<file path="src/hw/rtl/irfs_ram.sv">
// Generic simple dual-port RAM: one write port, one read port, registered read.
// Depends on nothing; used for every table of the sequencer.
`timescale 1ns / 1ps

module irfs_ram #(
    parameter int WIDTH  = 8,
    parameter int DEPTH  = 16,
    parameter int ADDR_W = (DEPTH > 1) ? $clog2(DEPTH) : 1
) (
    input  logic              clk,
    input  logic              wr_en,
    input  logic [ADDR_W-1:0] wr_addr,
    input  logic [WIDTH-1:0]  wr_data,
    input  logic [ADDR_W-1:0] rd_addr,
    output logic [WIDTH-1:0]  rd_data
);

    logic [WIDTH-1:0] mem_reg [DEPTH];
    logic [WIDTH-1:0] rd_data_reg;

    // write port
    always_ff @(posedge clk)
    begin
        if (wr_en)
        begin
            mem_reg[wr_addr] <= wr_data;
        end
    end

    // registered read, old data on a same-address write
    always_ff @(posedge clk)
    begin
        rd_data_reg <= mem_reg[rd_addr];
    end

    assign rd_data = rd_data_reg;

endmodule

</file>
<file path="config.mk">
export PLATFORM = sky130hd
export DESIGN_NAME = irfs_ram
export DESIGN_NICKNAME = d
export VERILOG_FILES = /design/src/hw/rtl/irfs_ram.sv
export SDC_FILE = /design/constraint.sdc
export NUM_CORES = 1
export LEC_CHECK = 0
export ABC_AREA = 1
export BUFFER_PORTS_ARGS = -buffer_cell sky130_fd_sc_hd__buf_2
export CAP_MARGIN = 25
export CORE_ASPECT_RATIO = 0.6
export CORE_MARGIN = 1
export CORE_UTILIZATION = 31
export DETAILED_ROUTE_END_ITERATION = 10
export GPL_ROUTABILITY_DRIVEN = 1
export GPL_TIMING_DRIVEN = 0
export SYNTH_ARGS = -nofsm -noshare
export SYNTH_HDL_FRONTEND = slang
export SYNTH_SLANG_ARGS = --single-unit
</file>
<file path="constraint.sdc">
create_clock -name clk -period 1.3 [get_ports clk]
set_clock_uncertainty 0.05 [all_clocks]
set_input_delay 0.195 -clock clk [delete_from_list [all_inputs] [get_ports clk]]
set_output_delay 0.195 -clock clk [all_outputs]
set_load 0.005 [all_outputs]
</file>
==> flow_summary.json <==
{
  "status": "finished, violations left",
  "violations": "setup timing",
  "place_ws_ns": -0.523,
  "drv_cap": 0,
  "cts.htree.levels": 4,
  "power_w": 0.0106,
  "std_cell_rows": 38,
  "coreArea_um2": 18100,
  "vias": 3943,
  "relSlewSlack_pct": 39.3,
  "critPathCaptureType": "register",
  "postCtsSetupRepairBufs": 0,
  "numPortBuffers": 22,
  "crit_chain": "buf_2, nand3b_1, nor2_1",
  "ys_seq_elements": 136,
  "vias_per_cell": 4.67,
  "cts_tree": "yes",
  "die_h_um": 108,
  "rsz0062_at_grt": "yes",
  "die_area_um2": 19200,
  "diodes": 0,
  "die_width_um": 178,
  "antenna_left": 0,
  "p_leak_nw": 2.90,
  "grt_overflow": 0,
  "netlist_area_um2": 5770,
  "synth_cell_type_count": 12,
  "cts.sinks": 136,
  "ir_worst_vdd_mv": 0.845,
  "register_area_um2": 4000,
  "min_to": "mem_reg[10][7]$_DFFE_PP_",
  "hp-start": "wr_data[7]",
  "nFillCells": 1753,
  "drt-initial-drc-count": 556,
  "maxSlewViolCount": 0,
  "start_util_pct": 31.8,
  "synth_cells": 551,
  "finalCriticalPeriod_ns": 1.33,
  "drtPass1Iterations": 5,
  "r2r-end": "rd_data[0]$_DFF_P_",
  "min_path_type": "input pin to register",
  "worst-path-buf-inv": 1,
  "hold_viol_final": 0,
  "finish.utilization_pct": 37.5,
  "drive_above_1_share_pct": 12.9,
  "syn2layout_area_growth_pct": 17.8,
  "min_path_cells": 1,
  "reg2reg_from": "mem_reg[12][0]$_DFFE_PP_",
  "grt_use_total_pct": 17.5,
  "yosys_warnings": 0,
  "ctsHoldBuffers": 0,
  "slowest_stage": "nor2_1",
  "clk_pin_slew_ns": 0.06,
  "synth_fp_nets": 569,
  "io_pins": 26,
  "multiInputGateArea_um2": 1220,
  "worstPathRequired_ns": 1.28,
  "setup_slack_ns": -0.0302,
  "final_common_cell": "nand2_1",
  "grt_start_max_net_pins": 17,
  "fmax_mhz": 752,
  "drt_wl_total_um": 15500,
  "cts_buffers": 17,
  "slowest_delay_ns": 0.74,
  "reg2reg_depth": 6,
  "critPathKind": "input pin to register",
  "powerDensity_nw_per_um2": 1570,
  "critPathArrivalTime_ns": 1.31,
  "tns_ns": -0.224,
  "cp-start-kind": "input pin",
  "clk_latency_ns": 0.41,
  "grt_pass1_vias": 3740,
  "fin_area_um2": 6800,
  "mostFrequentLayoutCells": "173 x nand2_1, 128 x edfxtp_1, 100 x inv_1",
  "cts_root_buffer": "clkbuf_16",
  "rrSetupSlack_ns": 0.10,
  "fin_crit_sh_pct": 102,
  "critPathTopFamily": "simple AND/OR/NAND/NOR gates",
  "antenna_found_initial": 0,
  "post-dp-hpwl_um": 10300,
  "remaining_drc_errors": 0,
  "gp_congestion": 0.896,
  "seq_area_frac_synth_pct": 69.4,
  "wl_per_cell_um": 18.3,
  "largest_reg_flops": 128,
  "nets": 610,
  "clockBufferDepth": 2,
  "grt_pass1_wl_um": 23100,
  "syn_area_per_cell_um2": 10.5,
  "setup_viol": 8,
  "worst-path-max-fanout": 8,
  "placed_cell_area_um2": 6180,
  "worst-slew-pin-transition_ns": 0.906
}
==> power by group <==
group	switching (W)	total (W)	internal, W	leakage (nW)
Combinational	0.000491	0.000679	0.000188	1.39
Sequential	0.0000253	0.00493	0.00490	1.22
Clock	0.00185	0.00503	0.00319	0.288
Total	0.00236	0.0106	0.00828	2.90
==> through the flow <==
step | instances | hold WS [ns]
2_1_floorplan | 551 | 0.244
3_3_place_gp | 813 | 0.522
3_5_place_dp | 813 | 0.525
4_1_cts | 845 | 0.151
5_1_grt | 845 | 0.171
6_report | 845 | 0.168
==> cell type report <==
class / count / area share, %
inverter: 102 / 5.63
tap: 240 / 4.42
buffer: 24 / 2.45
sequential: 136 / 58.9
clock inverter: 14 / 2.67
multi-input combinational: 289 / 18.0
timing repair buffer: 22 / 1.62
clock buffer: 18 / 6.32
==> cells by family (layout without fill, tap and decap cells) <==
kind of cell | Yosys count | after routing | share of synthesized area (%)
and+or+nand+nor | 289 | 289 | 21.0
buffers and inverters | 126 | 180 | 9.52
DFF | 136 | 136 | 69.4
==> synth_stat cells (all sizes together) <==
library cell    n  area share [%]
buf            24             2.9
edfxtp        128              67
nand3          97             8.4
nor2           17             1.1
nand2         173              11
dfxtp           8             2.8
inv           102             6.6
nand3b          2            0.26
==> per-layer routing <==
layer  global-route usage, %  wire, um
met1                    27.6      7670
met2                    22.1      5890
met3                    5.51      1740
met4                    4.76       155
met5                       0         0
==> repair_timing <==
item | in CTS | in global routing
gates resized for setup | 1 | 2
pin swaps | 0 | 0
setup endpoints to repair | 8 | 32
==> how the worst max path moves through the flow <==
| stage | from | slack (ns) | depth (start not counted) | endpoint |
|---|---|---|---|---|
| global route | wr_addr[2] | -0.1 | 3 | mem_reg[9][0]$_DFFE_PP_ |
| detailed placement | wr_addr[2] | -0.52 | 3 | mem_reg[10][5]$_DFFE_PP_ |
| finish | wr_addr[2] | -0.03 | 3 | mem_reg[11][2]$_DFFE_PP_ |
| CTS | wr_addr[2] | 0.003 | 3 | mem_reg[9][0]$_DFFE_PP_ |
| floorplan | wr_addr[3] | 0.10 | 2 | mem_reg[4][0]$_DFFE_PP_ |
| global placement | wr_addr[2] | -0.48 | 3 | mem_reg[10][7]$_DFFE_PP_ |
Note: power is estimated with default switching activity, not from simulation.
