--- src/hw/rtl/irfs_pkg.sv ---
// Shared types and constants for the IR frame bit sequencer.
// No dependencies; the control, result-stage, top-level and checker files import this package.
`timescale 1ns / 1ps

package irfs_pkg;

    // default table sizes
    localparam int COMMAND_DEPTH_DEF = 64;
    localparam int DATA_BYTES_DEF    = 16;
    localparam int REPEAT_DEPTH_DEF  = 16;

    // width that holds every count and depth compared in the sequencer
    localparam int CNT_W = 9;

    // wave words are split into an even bank (mark) and an odd bank (space)
    localparam int WAVE_AW = 7;
    localparam int WAVE_DEPTH = 128;

    localparam logic [7:0]  MARKER_CODE = 8'h80;
    localparam logic [15:0] PERIOD_TRIM = 16'h0020;

    // operation codes carried on the input stream
    typedef enum logic [2:0] {
        FN_TICK    = 3'd0,
        FN_WR_CMD  = 3'd1,
        FN_WR_DATA = 3'd2,
        FN_WR_REP  = 3'd3,
        FN_WR_WAVE = 3'd4,
        FN_START   = 3'd5,
        FN_STOP    = 3'd6,
        FN_NOP     = 3'd7
    } func_t;

    // configuration register indexes
    localparam logic [1:0] CFG_COMMAND_COUNT  = 2'd0;
    localparam logic [1:0] CFG_DATA_BIT_COUNT = 2'd1;
    localparam logic [1:0] CFG_REPEAT_COUNT   = 2'd2;

    typedef enum logic [1:0] {
        PH_IDLE    = 2'd0,
        PH_COMMAND = 2'd1,
        PH_REPEAT  = 2'd2
    } phase_t;

    // code played in the step stage, waiting for its wave words
    typedef struct packed {
        logic valid;
        logic rep;
    } play_t;

    typedef struct packed {
        logic [15:0] mark;
        logic [15:0] period;
        logic        carrier;
        logic        rep;
    } res_t;

endpackage

--- src/hw/rtl/irfs_res_fifo.sv ---
// Result stage: forms mark, period and carrier flag from the wave words and
// holds results in a two-entry buffer toward the output stream. Depends on irfs_pkg.
`timescale 1ns / 1ps

module irfs_res_fifo import irfs_pkg::*; (
    input  logic        clk,
    input  logic        rst_n,
    input  play_t       play,
    input  logic [15:0] mark_rd,
    input  logic [15:0] space_rd,
    input  logic        m_tready,
    output logic        m_tvalid,
    output res_t        res,
    output logic [1:0]  occ
);

    res_t       ent_reg [2];
    res_t       new_res;
    logic       wr_ptr_reg;
    logic       rd_ptr_reg;
    logic [1:0] count_reg, count_next;
    logic       push;
    logic       pop;

    // result formed from the two wave words
    assign new_res.mark    = mark_rd;
    assign new_res.period  = mark_rd + space_rd - PERIOD_TRIM;
    assign new_res.carrier = |mark_rd;
    assign new_res.rep     = play.rep;

    assign push     = play.valid;
    assign pop      = (count_reg != 2'd0) && m_tready;
    assign m_tvalid = count_reg != 2'd0;
    assign res      = ent_reg[rd_ptr_reg];
    assign occ      = count_reg;

    // fill level
    always_comb
    begin
        count_next = count_reg;
        case ({push, pop})
            2'b10:   count_next = count_reg + 2'd1;
            2'b01:   count_next = count_reg - 2'd1;
            default: count_next = count_reg;
        endcase
    end

    // buffer entries
    always_ff @(posedge clk)
    begin
        if (push)
        begin
            ent_reg[wr_ptr_reg] <= new_res;
        end
    end

    // pointers and count
    always_ff @(posedge clk or negedge rst_n)
    begin
        if (!rst_n)
        begin
            wr_ptr_reg <= 1'b0;
            rd_ptr_reg <= 1'b0;
            count_reg  <= 2'd0;
        end
        else
        begin
            if (push)
            begin
                wr_ptr_reg <= !wr_ptr_reg;
            end
            if (pop)
            begin
                rd_ptr_reg <= !rd_ptr_reg;
            end
            count_reg <= count_next;
        end
    end

endmodule

--- config.mk ---
export PLATFORM = sky130hd
export DESIGN_NAME = irfs_res_fifo
export DESIGN_NICKNAME = d
export VERILOG_FILES = /design/src/hw/rtl/irfs_pkg.sv /design/src/hw/rtl/irfs_res_fifo.sv
export SDC_FILE = /design/constraint.sdc
export NUM_CORES = 1
export LEC_CHECK = 0
export ABC_CLOCK_PERIOD_IN_PS = 4700
export BUFFER_PORTS_ARGS = -buffer_cell sky130_fd_sc_hd__buf_2
export CORE_AREA = 2 2 90 92
export DETAILED_ROUTE_END_ITERATION = 8
export DIE_AREA = 0 0 92 94
export PLACE_DENSITY = 0.72
export SLEW_MARGIN = 10
export SYNTH_ARGS = -nofsm -noshare
export SYNTH_HDL_FRONTEND = slang
export SYNTH_SLANG_ARGS = --single-unit
--- constraint.sdc ---
create_clock -name clk -period 4.7 [get_ports clk]
set_input_delay 1.41 -clock clk [delete_from_list [all_inputs] [get_ports clk]]
set_output_delay 1.41 -clock clk [all_outputs]
set_load 0.01 [all_outputs]
==> out/metrics.csv <==
stage;metric;value;unit
status;status;finished clean;
sta;finalMaxSlewViolations;0;
synth;synth_area;3770;um2
floorplan;die_area;8650;um2
worst_setup_path;end_kind;output port;
sta;fin_crit_sh;75.8;%
clock_tree;htree_levels;3;
synth;synthesis.nets;352;
routing;num_vias;2416;
placement;hpwl;5.19;mm
clock_tree;cts.clk_slew.worst_paths;90;ps
layout;largest_register_ffs;68;
sta;hold_violations;0;
hold_path;hold_start;occ[1];
worst_setup_path;crit_type;reg2out;
routing;viasPerCell;5.12;
worst_setup_path;reg2reg_to;ent_reg[0][10];
hold_path;hold_end;occ[1];
sta;tns;0;ps
hold_path;hp-class;reg2reg;
hold_path;holdPathStages;1;
sta;setup_viol;0;
sta;worst_pin_slew;996;ps
placement;place_congestion;0.806;
global_route;grt_usage;17.6;%
synth;yosysSeqAreaShare;56.8;%
floorplan;dieWidth;92;um
synth;ys_seq_elements;72;
sta;slew_headroom;33.4;%
floorplan;coreArea;7610;um2
layout;area_growth;19.8;%
worst_setup_path;cp.arrival;2150;ps
worst_setup_path;cp_max_fo;19;
clock_tree;cts_resized;0;
synth;synthCells;284;
worst_setup_path;critical_path_required;3290;ps
synth;synth-edff-count;68;
worst_setup_path;rr_worst_depth;1;
power;p_leak;1.93;nW
clock_tree;cts_root_buffer;clkbuf_8;
clock_tree;cts.sinks;72;
sta;fin_hold_ws;495;ps
sta;min_period;3560;ps
layout;num-nets-final;433;
routing;routed_wl;7.12;mm
clock_tree;cts_setup_buffers;0;
worst_setup_path;reg2reg_slack;3100;ps
floorplan;die_y;94;um
synth;synth_area_leader_cell;edfxtp_1;
synth;synth_cell_types;44;
routing;detail_route.wl_per_cell;15.1;um
clock_tree;hold_buffers;0;
layout;drive_above_1_share;35.9;%
global_route;antenna_found_initial;0;
run;cap_violations;0;
layout;n_antenna_cell;0;
routing;drtPass1Iterations;4;
sta;fmaxAchievable;281;MHz
floorplan;pin_count;74;
synth;synth_top_area_share;54.2;%
power;power_density;514;nW/um2
synth;ys_warn_count;0;
worst_setup_path;reg2reg_from;wr_ptr_reg;
synth;synth_area_per_cell;13.3;um2
routing;drc_errors;0;
global_route;grt_pass1_vias;2418;
floorplan;num_rows;32;
clock_tree;clk_latency;350;ps
global_route;grt_pass1_wl;11.4;mm
global_route;overflow;0;
routing;antenna_left;0;
synth;synthFlopType;edfxtp_1;
synth;ys_async_sr_fraction;5.56;%
synth;synthTopCellsByArea;edfxtp_1 (54%), mux2_2 (10%), ha_1 (10%);
routing;drtIter0Drc;99;
clock_tree;cts_inserted_buffers;9;
floorplan;start_util;49.5;%
worst_setup_path;start_kind;flip-flop;
clock_tree;cts_tree;done;
global_route;grt_start_max_net_pins;35;
power;vdd_ir_drop_max;223;uV
sta;skew;12.1;ps
sta;rsz0062_at_grt;no;
clock_tree;clk_path_buf_depth;2;
placement;portBuffers;73;
-- worst max-delay path by stage --
stage          slack (ps)       start        endpoint  cells after the start
2_1_floorplan        1190  mark_rd[4]  ent_reg[0][16]                      7
3_3_place_gp          900  mark_rd[4]  ent_reg[0][16]                      8
3_5_place_dp          860  mark_rd[1]  ent_reg[1][15]                      9
4_1_cts              1090  rd_ptr_reg         res[15]                      3
5_1_grt              1040  rd_ptr_reg         res[15]                      3
6_report             1140  rd_ptr_reg         res[15]                      3
-- report_power, final --
group          internal [W]  total [W]  switching (W)
logic              0.000356   0.000750       0.000395
clock network      0.000359   0.000610       0.000251
registers          0.000888   0.000958      0.0000704
total               0.00160    0.00232       0.000715
-- per-layer routing --
layer / share of wire (%) / vias up / global-route usage [%] / wire, um
met5: 0 / - / 0 / 0
met4: 1.7 / 0 / 7.21 / 124
met3: 5.2 / 11 / 3.21 / 368
met2: 49 / 64 / 29.4 / 3460
met1: 44 / 1145 / 22.8 / 3160
li1: - / 1196 / - / -
-- synth_stat cells (all sizes together) (5+ instances only) --
cell type,number
o21ai,5
edfxtp,68
mux2,34
ha,30
nor4,6
inv,45
a21oi,10
xnor2,11
nand2,8
a21o,6
nor2,7
-- logic make-up after synthesis --
group / after synthesis / synth area share (%)
fa+ha+maj: 31 / 10.5
compound gates: 36 / 6.81
buf+inv: 51 / 5.21
xor+xnor: 15 / 3.49
flops: 72 / 56.8
mux: 37 / 11.0
simple gates: 42 / 6.21
-- metrics by stage --
stage               power (W)  worst slack, ps  utilization [%]  std cells  instance area (um2)
CTS                   0.00234             1090             59.3        472                 4510
global placement      0.00172              901             56.1        456                 4260
floorplan             0.00146             1190                -        284                 3770
global route          0.00245             1040             59.3        472                 4510
finish                0.00232             1140             59.3        472                 4510
detailed placement    0.00173              864             56.1        456                 4260
-- placed cells by master, fill, tap and decap left out, types with 7 or more instances in the layout --
cell type,Yosys,final
xnor2_1,11,11
ha_1,30,30
mux2_2,34,34
edfxtp_1,68,68
buf_2,1,73
clkbuf_8,0,9
nand2_1,7,7
a21oi_1,9,9
inv_1,45,45
-- final cells by class --
cell class / count / area [um2]
fillers: 653 / 3090
flip-flops and latches: 72 / 2140
multi-input cells: 161 / 1440
repair buffers: 76 / 388
inverters: 45 / 169
well taps: 102 / 128
clock inverters: 7 / 125
clock buffers: 9 / 124
-- critical path, cell delays in order (launching register included) --
cell     delay (ps)
dfrtp_1         860
buf_4           390
mux2_2          390
buf_2           150
(Power assumes the default switching activity.)
