==> config.mk <==
export PLATFORM = sky130hd
export DESIGN_NAME = irfs_ctrl
export DESIGN_NICKNAME = d
export VERILOG_FILES = /design/src/hw/rtl/irfs_pkg.sv /design/src/hw/rtl/irfs_ctrl.sv
export SDC_FILE = /design/constraint.sdc
export NUM_CORES = 1
export LEC_CHECK = 0
export ABC_AREA = 1
export BUFFER_PORTS_ARGS = -buffer_cell sky130_fd_sc_hd__buf_2
export CAP_MARGIN = 20
export CELL_PAD_IN_SITES_DETAIL_PLACEMENT = 0
export CELL_PAD_IN_SITES_GLOBAL_PLACEMENT = 2
export CORE_ASPECT_RATIO = 1.5
export CORE_MARGIN = 1
export CORE_UTILIZATION = 28
export CTS_CLUSTER_SIZE = 14
export DETAILED_ROUTE_END_ITERATION = 6
export GPL_TIMING_DRIVEN = 0
export PLACE_DENSITY = 0.86
export RECOVER_POWER = 100
export SKIP_CTS_REPAIR_TIMING = 1
export SLEW_MARGIN = 15
export SYNTH_ARGS = -nofsm -noshare
export SYNTH_HDL_FRONTEND = slang
export SYNTH_SLANG_ARGS = --single-unit
==> constraint.sdc <==
create_clock -name clk -period 3 [get_ports clk]
set_input_delay 0.6 -clock clk [delete_from_list [all_inputs] [get_ports clk]]
set_output_delay 0.6 -clock clk [all_outputs]
set_load 0.005 [all_outputs]
==> src/hw/rtl/irfs_pkg.sv <==
// Shared types and constants for the IR frame bit sequencer.
// No dependencies; the control, result-stage, top-level and checker files import this package.
`timescale 1ns / 1ps

package irfs_pkg;

    // default table sizes
    localparam int COMMAND_DEPTH_DEF = 64;
    localparam int DATA_BYTES_DEF    = 16;
    localparam int REPEAT_DEPTH_DEF  = 16;

    // width that holds every count and depth compared in the sequencer
    localparam int CNT_W = 9;

    // wave words are split into an even bank (mark) and an odd bank (space)
    localparam int WAVE_AW = 7;
    localparam int WAVE_DEPTH = 128;

    localparam logic [7:0]  MARKER_CODE = 8'h80;
    localparam logic [15:0] PERIOD_TRIM = 16'h0020;

    // operation codes carried on the input stream
    typedef enum logic [2:0] {
        FN_TICK    = 3'd0,
        FN_WR_CMD  = 3'd1,
        FN_WR_DATA = 3'd2,
        FN_WR_REP  = 3'd3,
        FN_WR_WAVE = 3'd4,
        FN_START   = 3'd5,
        FN_STOP    = 3'd6,
        FN_NOP     = 3'd7
    } func_t;

    // configuration register indexes
    localparam logic [1:0] CFG_COMMAND_COUNT  = 2'd0;
    localparam logic [1:0] CFG_DATA_BIT_COUNT = 2'd1;
    localparam logic [1:0] CFG_REPEAT_COUNT   = 2'd2;

    typedef enum logic [1:0] {
        PH_IDLE    = 2'd0,
        PH_COMMAND = 2'd1,
        PH_REPEAT  = 2'd2
    } phase_t;

    // code played in the step stage, waiting for its wave words
    typedef struct packed {
        logic valid;
        logic rep;
    } play_t;

    typedef struct packed {
        logic [15:0] mark;
        logic [15:0] period;
        logic        carrier;
        logic        rep;
    } res_t;

endpackage

==> src/hw/rtl/irfs_ctrl.sv <==
// Sequencer control: input acceptance, table write/read addressing, frame state
// and the step stage that picks the played code. Depends on irfs_pkg.
`timescale 1ns / 1ps

module irfs_ctrl import irfs_pkg::*; #(
    parameter int COMMAND_DEPTH = COMMAND_DEPTH_DEF,
    parameter int DATA_BYTES    = DATA_BYTES_DEF,
    parameter int REPEAT_DEPTH  = REPEAT_DEPTH_DEF,
    parameter int CMD_AW  = (COMMAND_DEPTH > 1) ? $clog2(COMMAND_DEPTH) : 1,
    parameter int DATA_AW = (DATA_BYTES > 1) ? $clog2(DATA_BYTES) : 1,
    parameter int REP_AW  = (REPEAT_DEPTH > 1) ? $clog2(REPEAT_DEPTH) : 1
) (
    input  logic               clk,
    input  logic               rst_n,
    // input stream
    input  logic               s_tvalid,
    output logic               s_tready,
    input  func_t              func,
    input  logic [7:0]         entry_index,
    // configuration writes
    input  logic               cfg_valid,
    input  logic [1:0]         cfg_index,
    input  logic [7:0]         cfg_data,
    // result buffer fill
    input  logic [1:0]         occ,
    // table ports
    output logic               cmd_we,
    output logic [CMD_AW-1:0]  cmd_waddr,
    output logic [CMD_AW-1:0]  cmd_raddr,
    input  logic [7:0]         cmd_rd_data,
    output logic               data_we,
    output logic [DATA_AW-1:0] data_waddr,
    output logic [DATA_AW-1:0] data_raddr,
    input  logic [7:0]         data_rd_data,
    output logic               rep_we,
    output logic [REP_AW-1:0]  rep_waddr,
    output logic [REP_AW-1:0]  rep_raddr,
    input  logic [7:0]         rep_rd_data,
    output logic               wave_even_we,
    output logic               wave_odd_we,
    output logic [WAVE_AW-1:0] wave_waddr,
    output logic [WAVE_AW-1:0] wave_raddr,
    // played code toward the result stage
    output play_t              play
);

    localparam int CPOS_W = $clog2(COMMAND_DEPTH + 1);

    phase_t              phase_reg, phase_next;
    logic [CPOS_W-1:0]   cpos_reg, cpos_next;
    logic [7:0]          bpos_reg, bpos_next;
    logic [REP_AW-1:0]   rpos_reg, rpos_next;
    logic                stop_reg, stop_next;
    logic                s1_valid_reg;
    play_t               play_reg, play_next;

    logic [6:0]          command_count_reg;
    logic [7:0]          data_bit_count_reg;
    logic [4:0]          repeat_count_reg;

    logic                acc;
    logic                is_play;
    logic                play_ok;
    logic [2:0]          pend;
    logic                start_acc;

    logic                cmd_live;
    logic                marker_bit;
    logic                byte_ok;
    logic                data_bit;
    logic                rep_end;
    logic [CNT_W-1:0]    rp1;
    logic [REP_AW-1:0]   rpos_adv;
    logic                emit;
    logic                emit_rep;
    logic [7:0]          code;

    // acceptance: a play op waits for the step stage and for result space
    assign is_play   = (func == FN_TICK) || (func == FN_START);
    assign pend      = 3'(occ) + 3'(s1_valid_reg) + 3'(play_reg.valid);
    assign play_ok   = !s1_valid_reg && (pend <= 3'd1);
    assign s_tready  = !is_play || play_ok;
    assign acc       = s_tvalid && s_tready;
    assign start_acc = acc && (func == FN_START);

    // table writes, out-of-range indexes dropped
    assign cmd_we     = acc && (func == FN_WR_CMD)
                        && (CNT_W'(entry_index) < CNT_W'(COMMAND_DEPTH));
    assign cmd_waddr  = entry_index[CMD_AW-1:0];
    assign data_we    = acc && (func == FN_WR_DATA)
                        && (CNT_W'(entry_index) < CNT_W'(DATA_BYTES));
    assign data_waddr = entry_index[DATA_AW-1:0];
    assign rep_we     = acc && (func == FN_WR_REP)
                        && (CNT_W'(entry_index) < CNT_W'(REPEAT_DEPTH));
    assign rep_waddr  = entry_index[REP_AW-1:0];
    assign wave_even_we = acc && (func == FN_WR_WAVE) && !entry_index[0];
    assign wave_odd_we  = acc && (func == FN_WR_WAVE) && entry_index[0];
    assign wave_waddr   = entry_index[7:1];

    // table reads at the current positions, zero on start
    assign cmd_raddr  = start_acc ? '0 : cpos_reg[CMD_AW-1:0];
    assign data_raddr = start_acc ? '0 : bpos_reg[3 +: DATA_AW];
    assign rep_raddr  = start_acc ? '0 : rpos_reg;

    // step-stage decode
    assign cmd_live   = (CNT_W'(cpos_reg) < CNT_W'(command_count_reg))
                        && (CNT_W'(cpos_reg) < CNT_W'(COMMAND_DEPTH));
    assign marker_bit = (cmd_rd_data == MARKER_CODE) && (bpos_reg < data_bit_count_reg);
    assign byte_ok    = CNT_W'(bpos_reg[7:3]) < CNT_W'(DATA_BYTES);
    assign data_bit   = byte_ok && data_rd_data[bpos_reg[2:0]];
    assign rep_end    = (rpos_reg == '0) && stop_reg;
    assign rp1        = CNT_W'(rpos_reg) + CNT_W'(1);
    assign rpos_adv   = ((rp1 >= CNT_W'(repeat_count_reg)) || (rp1 >= CNT_W'(REPEAT_DEPTH)))
                        ? '0 : rp1[REP_AW-1:0];

    // next state of the frame
    always_comb
    begin
        phase_next = phase_reg;
        cpos_next  = cpos_reg;
        bpos_next  = bpos_reg;
        rpos_next  = rpos_reg;
        stop_next  = stop_reg;
        if (s1_valid_reg)
        begin
            case (phase_reg)
                PH_COMMAND:
                begin
                    if (cmd_live)
                    begin
                        if (marker_bit)
                        begin
                            bpos_next = bpos_reg + 8'd1;
                            if ((bpos_reg + 8'd1) == data_bit_count_reg)
                            begin
                                cpos_next = cpos_reg + CPOS_W'(1);
                            end
                        end
                        else
                        begin
                            cpos_next = cpos_reg + CPOS_W'(1);
                        end
                    end
                    else if (stop_reg)
                    begin
                        phase_next = PH_IDLE;
                    end
                    else
                    begin
                        phase_next = PH_REPEAT;
                        rpos_next  = rpos_adv;
                    end
                end
                PH_REPEAT:
                begin
                    if (rep_end)
                    begin
                        phase_next = PH_IDLE;
                    end
                    else
                    begin
                        rpos_next = rpos_adv;
                    end
                end
                default:
                begin
                    phase_next = phase_reg;
                end
            endcase
        end
        // start and stop transfers
        if (start_acc)
        begin
            phase_next = PH_COMMAND;
            cpos_next  = '0;
            bpos_next  = '0;
            rpos_next  = '0;
            stop_next  = 1'b0;
        end
        else if (acc && (func == FN_STOP))
        begin
            stop_next = 1'b1;
        end
    end

    // played code of the step stage
    always_comb
    begin
        emit     = 1'b0;
        emit_rep = 1'b0;
        code     = cmd_rd_data;
        case (phase_reg)
            PH_COMMAND:
            begin
                if (cmd_live)
                begin
                    emit = 1'b1;
                    code = marker_bit ? {7'd0, data_bit} : cmd_rd_data;
                end
                else if (!stop_reg)
                begin
                    emit     = 1'b1;
                    emit_rep = 1'b1;
                    code     = rep_rd_data;
                end
            end
            PH_REPEAT:
            begin
                emit     = !rep_end;
                emit_rep = 1'b1;
                code     = rep_rd_data;
            end
            default:
            begin
                emit = 1'b0;
            end
        endcase
    end

    assign play_next.valid = s1_valid_reg && emit;
    assign play_next.rep   = emit_rep;
    assign wave_raddr      = code[WAVE_AW-1:0];
    assign play            = play_reg;

    // frame state, stage valids and configuration registers
    always_ff @(posedge clk or negedge rst_n)
    begin
        if (!rst_n)
        begin
            phase_reg          <= PH_IDLE;
            cpos_reg           <= '0;
            bpos_reg           <= '0;
            rpos_reg           <= '0;
            stop_reg           <= 1'b0;
            s1_valid_reg       <= 1'b0;
            play_reg           <= '0;
            command_count_reg  <= 7'd0;
            data_bit_count_reg <= 8'd0;
            repeat_count_reg   <= 5'd1;
        end
        else
        begin
            phase_reg    <= phase_next;
            cpos_reg     <= cpos_next;
            bpos_reg     <= bpos_next;
            rpos_reg     <= rpos_next;
            stop_reg     <= stop_next;
            s1_valid_reg <= acc && is_play;
            play_reg     <= play_next;
            if (cfg_valid)
            begin
                case (cfg_index)
                    CFG_COMMAND_COUNT:  command_count_reg  <= cfg_data[6:0];
                    CFG_DATA_BIT_COUNT: data_bit_count_reg <= cfg_data;
                    CFG_REPEAT_COUNT:   repeat_count_reg   <= cfg_data[4:0];
                    default:            repeat_count_reg   <= repeat_count_reg;
                endcase
            end
        end
    end

endmodule

==> implementation parameters <==
Parameter                              Value

Synthesis
  Cells taking the most area after synthesis    sky130_fd_sc_hd__dfrtp_1, sky130_fd_sc_hd__nand2_1, sky130_fd_sc_hd__ha_1
  Netlist area before placement    0.00364 mm²
  Proportion of netlist area held by the largest area contributor    30.3%
  Syn Area/Cell    approximately 6.7 µm²
  Number of synthesis warnings    0
  Cell with the most instances after synthesis    sky130_fd_sc_hd__nand2_1
  Cell count after synthesis    544
  FFs w/ async S/R, synth    100%
  Ys flop type    sky130_fd_sc_hd__dfrtp_1
  Synthesized Nets    ~620
  Post-synthesis cell type with the largest combined area    sky130_fd_sc_hd__dfrtp_1
  Count of different cell masters after synthesis    32
  Top post-synthesis cells by count    sky130_fd_sc_hd__nand2_1, sky130_fd_sc_hd__inv_1, sky130_fd_sc_hd__nand3_1
  Sequential-to-total area share from yosys stat    a little under a third
  Number of synthesized flops with an enable pin    0
  Seq cells post-synth    45

STA
  Final setup skew    about 0.0066 ns
  Min cycle time layout    approximately 3 ns
  Tightest slew margin relative to the limit    between 20% and 30%
  Aggregate negative setup slack    0 ns
  Endpoints failing hold    0
  Max Clock Freq    between 300 and 400 MHz
  Number of slew-limit violations in the final report    0
  Worst setup slack after layout    0.0872 ns
  Worst Tran Pin Value    approximately 1.2 ns
  # setup viols final    0
  Worst Hold Slack    around 0.49 ns
  Tcrit/Tclk final    between 90% and 100%

CTS
  TritonCTS Buffers    5
  Maximum number of buffers from clock root to sink    2
  Root buffer cell    sky130_fd_sc_hd__clkbuf_16
  CTS tree    built
  Clock sink total    45
  Maximum level of the CTS H-tree    2
  Worst-path clk slew    0.06 ns
  Clock insertion delay at the later pin of the skew report    between 0.2 and 0.3 ns

Die
  Standard-cell row count    50
  I/O pin total    101
  Floorplan die area    0.0135 mm²
  Die Wd    ~95 µm
  Starting density of the core    a little under 30%
  Die height    142 µm
  Area of the core    ~0.013 mm²

Detailed routing
  Detailed router's first-iteration violation count    around 110
  Number of optimization iterations in the first detailed-route pass    4
  Total wire length    between 9000 and 10000 µm
  Routed length per instance    between 10 and 15 µm
  Vias per cell    between 4 and 5
  DR vias    3680
  Post-detailed-route count of antenna-violating nets    0
  DRC violations left    0

Final layout
  Area of all placed cells without fillers    about 0.0047 mm²
  Final Util    between 30% and 40%
  Number of antenna repair diodes    0
  Layout area overhead    27.9%
  Layout cells sized above 1    between 20 and 30%
  Total number of nets in the final design    739
  Number of standard cells in the final layout excluding fillers    816

Pwr
  Final Power    between 2 and 3 mW
  Worst-case vdd ir drop    approximately 230 µV
  Leakage power    between 2 and 3 nW
  Cell Pwr Density    around 560 mW/mm²

Place
  Detail Placement HPWL    7760 µm
  Total instance count after detailed placement    between 700 and 800
  Number of port buffers    96
  RePlAce Congestion    0.822
  Total placed instance area    0.00431 mm²
  Setup slack after placement    -0.326 ns

Critical path
  Required time of the worst setup path    roughly 2.4 ns
  Master of the slowest instance on the critical path    sky130_fd_sc_hd__fa_2
  Endpoint class of the critical path    output pin
  Reg-to-Reg Start    cpos_reg[4]$_DFFE_PN0P_
  First element of the critical path    occ[0]
  Longest individual stage delay on the worst path    roughly 0.43 ns
  Depth of the worst register-to-register path    11
  Max FO, Critical Path    3
  R2R Setup Slk    between 0.6 and 0.7 ns
  CP arrival    about 2.3 ns
  Critical path capture point    data_we
  Crit path kind    in2out
  Capturing point of the worst reg2reg path    bpos_reg[0]$_DFFE_PN0P_
  Cell breakdown of the critical path    buf_2 > inv_1 > fa_2 > ha_4 > nor2_2 > nand2_1 > nand2_2 > inv_2 > o21ai_2 > nand2_2 > inv_2 > nand2_2 > nor3_2 > buf_2
  Sort of element at the start of the critical path    input port
  Dominant cell type by count on the critical path    sky130_fd_sc_hd__nand2_2

Worst hold path
  Worst min-delay path class    reg2reg

Outcome
  Run status    complete, no violations

GRT
  First-pass GRT wire length    15700 µm
  Initial antenna violation count    0
  Number of global-route vias before repair    about 3500
  Maximum number of pins on one net before global-route repair    46
  Total routing resource utilization after global routing    around 15%
  Gr ovfl total    0

Run
  Max_cap viols    0
==> area by class of cell <==
type	instances	area [µm²]
tap	156	195
clock buffer	7	143
sequential	45	1130
multi-input combinational	377	2030
inverter	95	362
clock inverter	1	30.0
buffer	26	195
timing repair buffer	109	566
fill	1390	7920
==> routing by layer <==
layer  GRT usage [%]  wire [µm]  vias to the layer above
met2            28.0       5050                       77
li1                -          -                     1919
met1            16.6       4060                     1673
met3            1.71        366                       11
met4            5.34        154                        0
met5               0          0                        -
==> cell families after synthesis <==
group           count (synthesis)  synth area share [%]
fa+ha+maj                      29                  10.2
xor+xnor                        3                 0.723
flops                          45                  31.0
compound gates                 60                  8.88
buf+inv                       122                  14.8
simple gates                  285                  34.4
==> where the power goes <==
group / switching (mW) / internal (mW) / leakage, nW
sequential: 0.134 / 0.718 / 0.574
clock: 0.235 / 0.417 / 0.0841
combinational: 0.634 / 0.459 / 2.03
==> cells in the final DEF, fill, tap and decap left out, types with 2 or more instances in the layout <==
| cell type | n |
|---|---|
| sky130_fd_sc_hd__nand2_1 | 161 |
| sky130_fd_sc_hd__inv_1 | 90 |
| sky130_fd_sc_hd__buf_2 | 85 |
| sky130_fd_sc_hd__nand3_1 | 45 |
| sky130_fd_sc_hd__dfrtp_1 | 42 |
| sky130_fd_sc_hd__nor2_1 | 41 |
| sky130_fd_sc_hd__o21ai_0 | 30 |
| sky130_fd_sc_hd__ha_1 | 27 |
| sky130_fd_sc_hd__buf_4 | 22 |
| sky130_fd_sc_hd__a21oi_1 | 17 |
| sky130_fd_sc_hd__clkbuf_1 | 14 |
| sky130_fd_sc_hd__clkbuf_4 | 12 |
| sky130_fd_sc_hd__nor3_1 | 5 |
| sky130_fd_sc_hd__nor2_2 | 5 |
| sky130_fd_sc_hd__nand4_1 | 5 |
| sky130_fd_sc_hd__clkbuf_16 | 5 |
| sky130_fd_sc_hd__nand2_2 | 4 |
| sky130_fd_sc_hd__nand3_2 | 4 |
| sky130_fd_sc_hd__or2_2 | 4 |
| sky130_fd_sc_hd__o22ai_1 | 4 |
| sky130_fd_sc_hd__xor2_1 | 3 |
| sky130_fd_sc_hd__nand3b_1 | 3 |
| sky130_fd_sc_hd__inv_2 | 3 |
| sky130_fd_sc_hd__o21bai_1 | 3 |
| sky130_fd_sc_hd__inv_4 | 2 |
| sky130_fd_sc_hd__o21ai_2 | 2 |
| sky130_fd_sc_hd__nor3_2 | 2 |
| sky130_fd_sc_hd__nand2_4 | 2 |
| sky130_fd_sc_hd__dfrtp_2 | 2 |
==> worst max-delay path, delay by kind of cell <==
| family | cells | cell delay [ns] |
|---|---|---|
| adder cells (fa/ha/maj) | 2 | 0.66 |
| AO/OA/AOI/OAI | 1 | 0.15 |
| buffers and inverters | 5 | 0.36 |
| AND/OR/NAND/NOR | 6 | 0.54 |
==> worst min-delay path by stage <==
stage                     cells past startpoint                               end                             start
after floorplan                               0           bpos_reg[0]$_DFFE_PN0P_                             rst_n
after global placement                        2   repeat_count_reg[1]$_DFFE_PN0P_   repeat_count_reg[1]$_DFFE_PN0P_
after detailed placement                      2  command_count_reg[6]$_DFFE_PN0P_  command_count_reg[6]$_DFFE_PN0P_
after CTS                                     2  command_count_reg[6]$_DFFE_PN0P_  command_count_reg[6]$_DFFE_PN0P_
after global routing                          2   repeat_count_reg[4]$_DFFE_PN0P_   repeat_count_reg[4]$_DFFE_PN0P_
final                                         2   repeat_count_reg[1]$_DFFE_PN0P_   repeat_count_reg[1]$_DFFE_PN0P_
No activity file was read; power rests on OpenSTA's default activity.
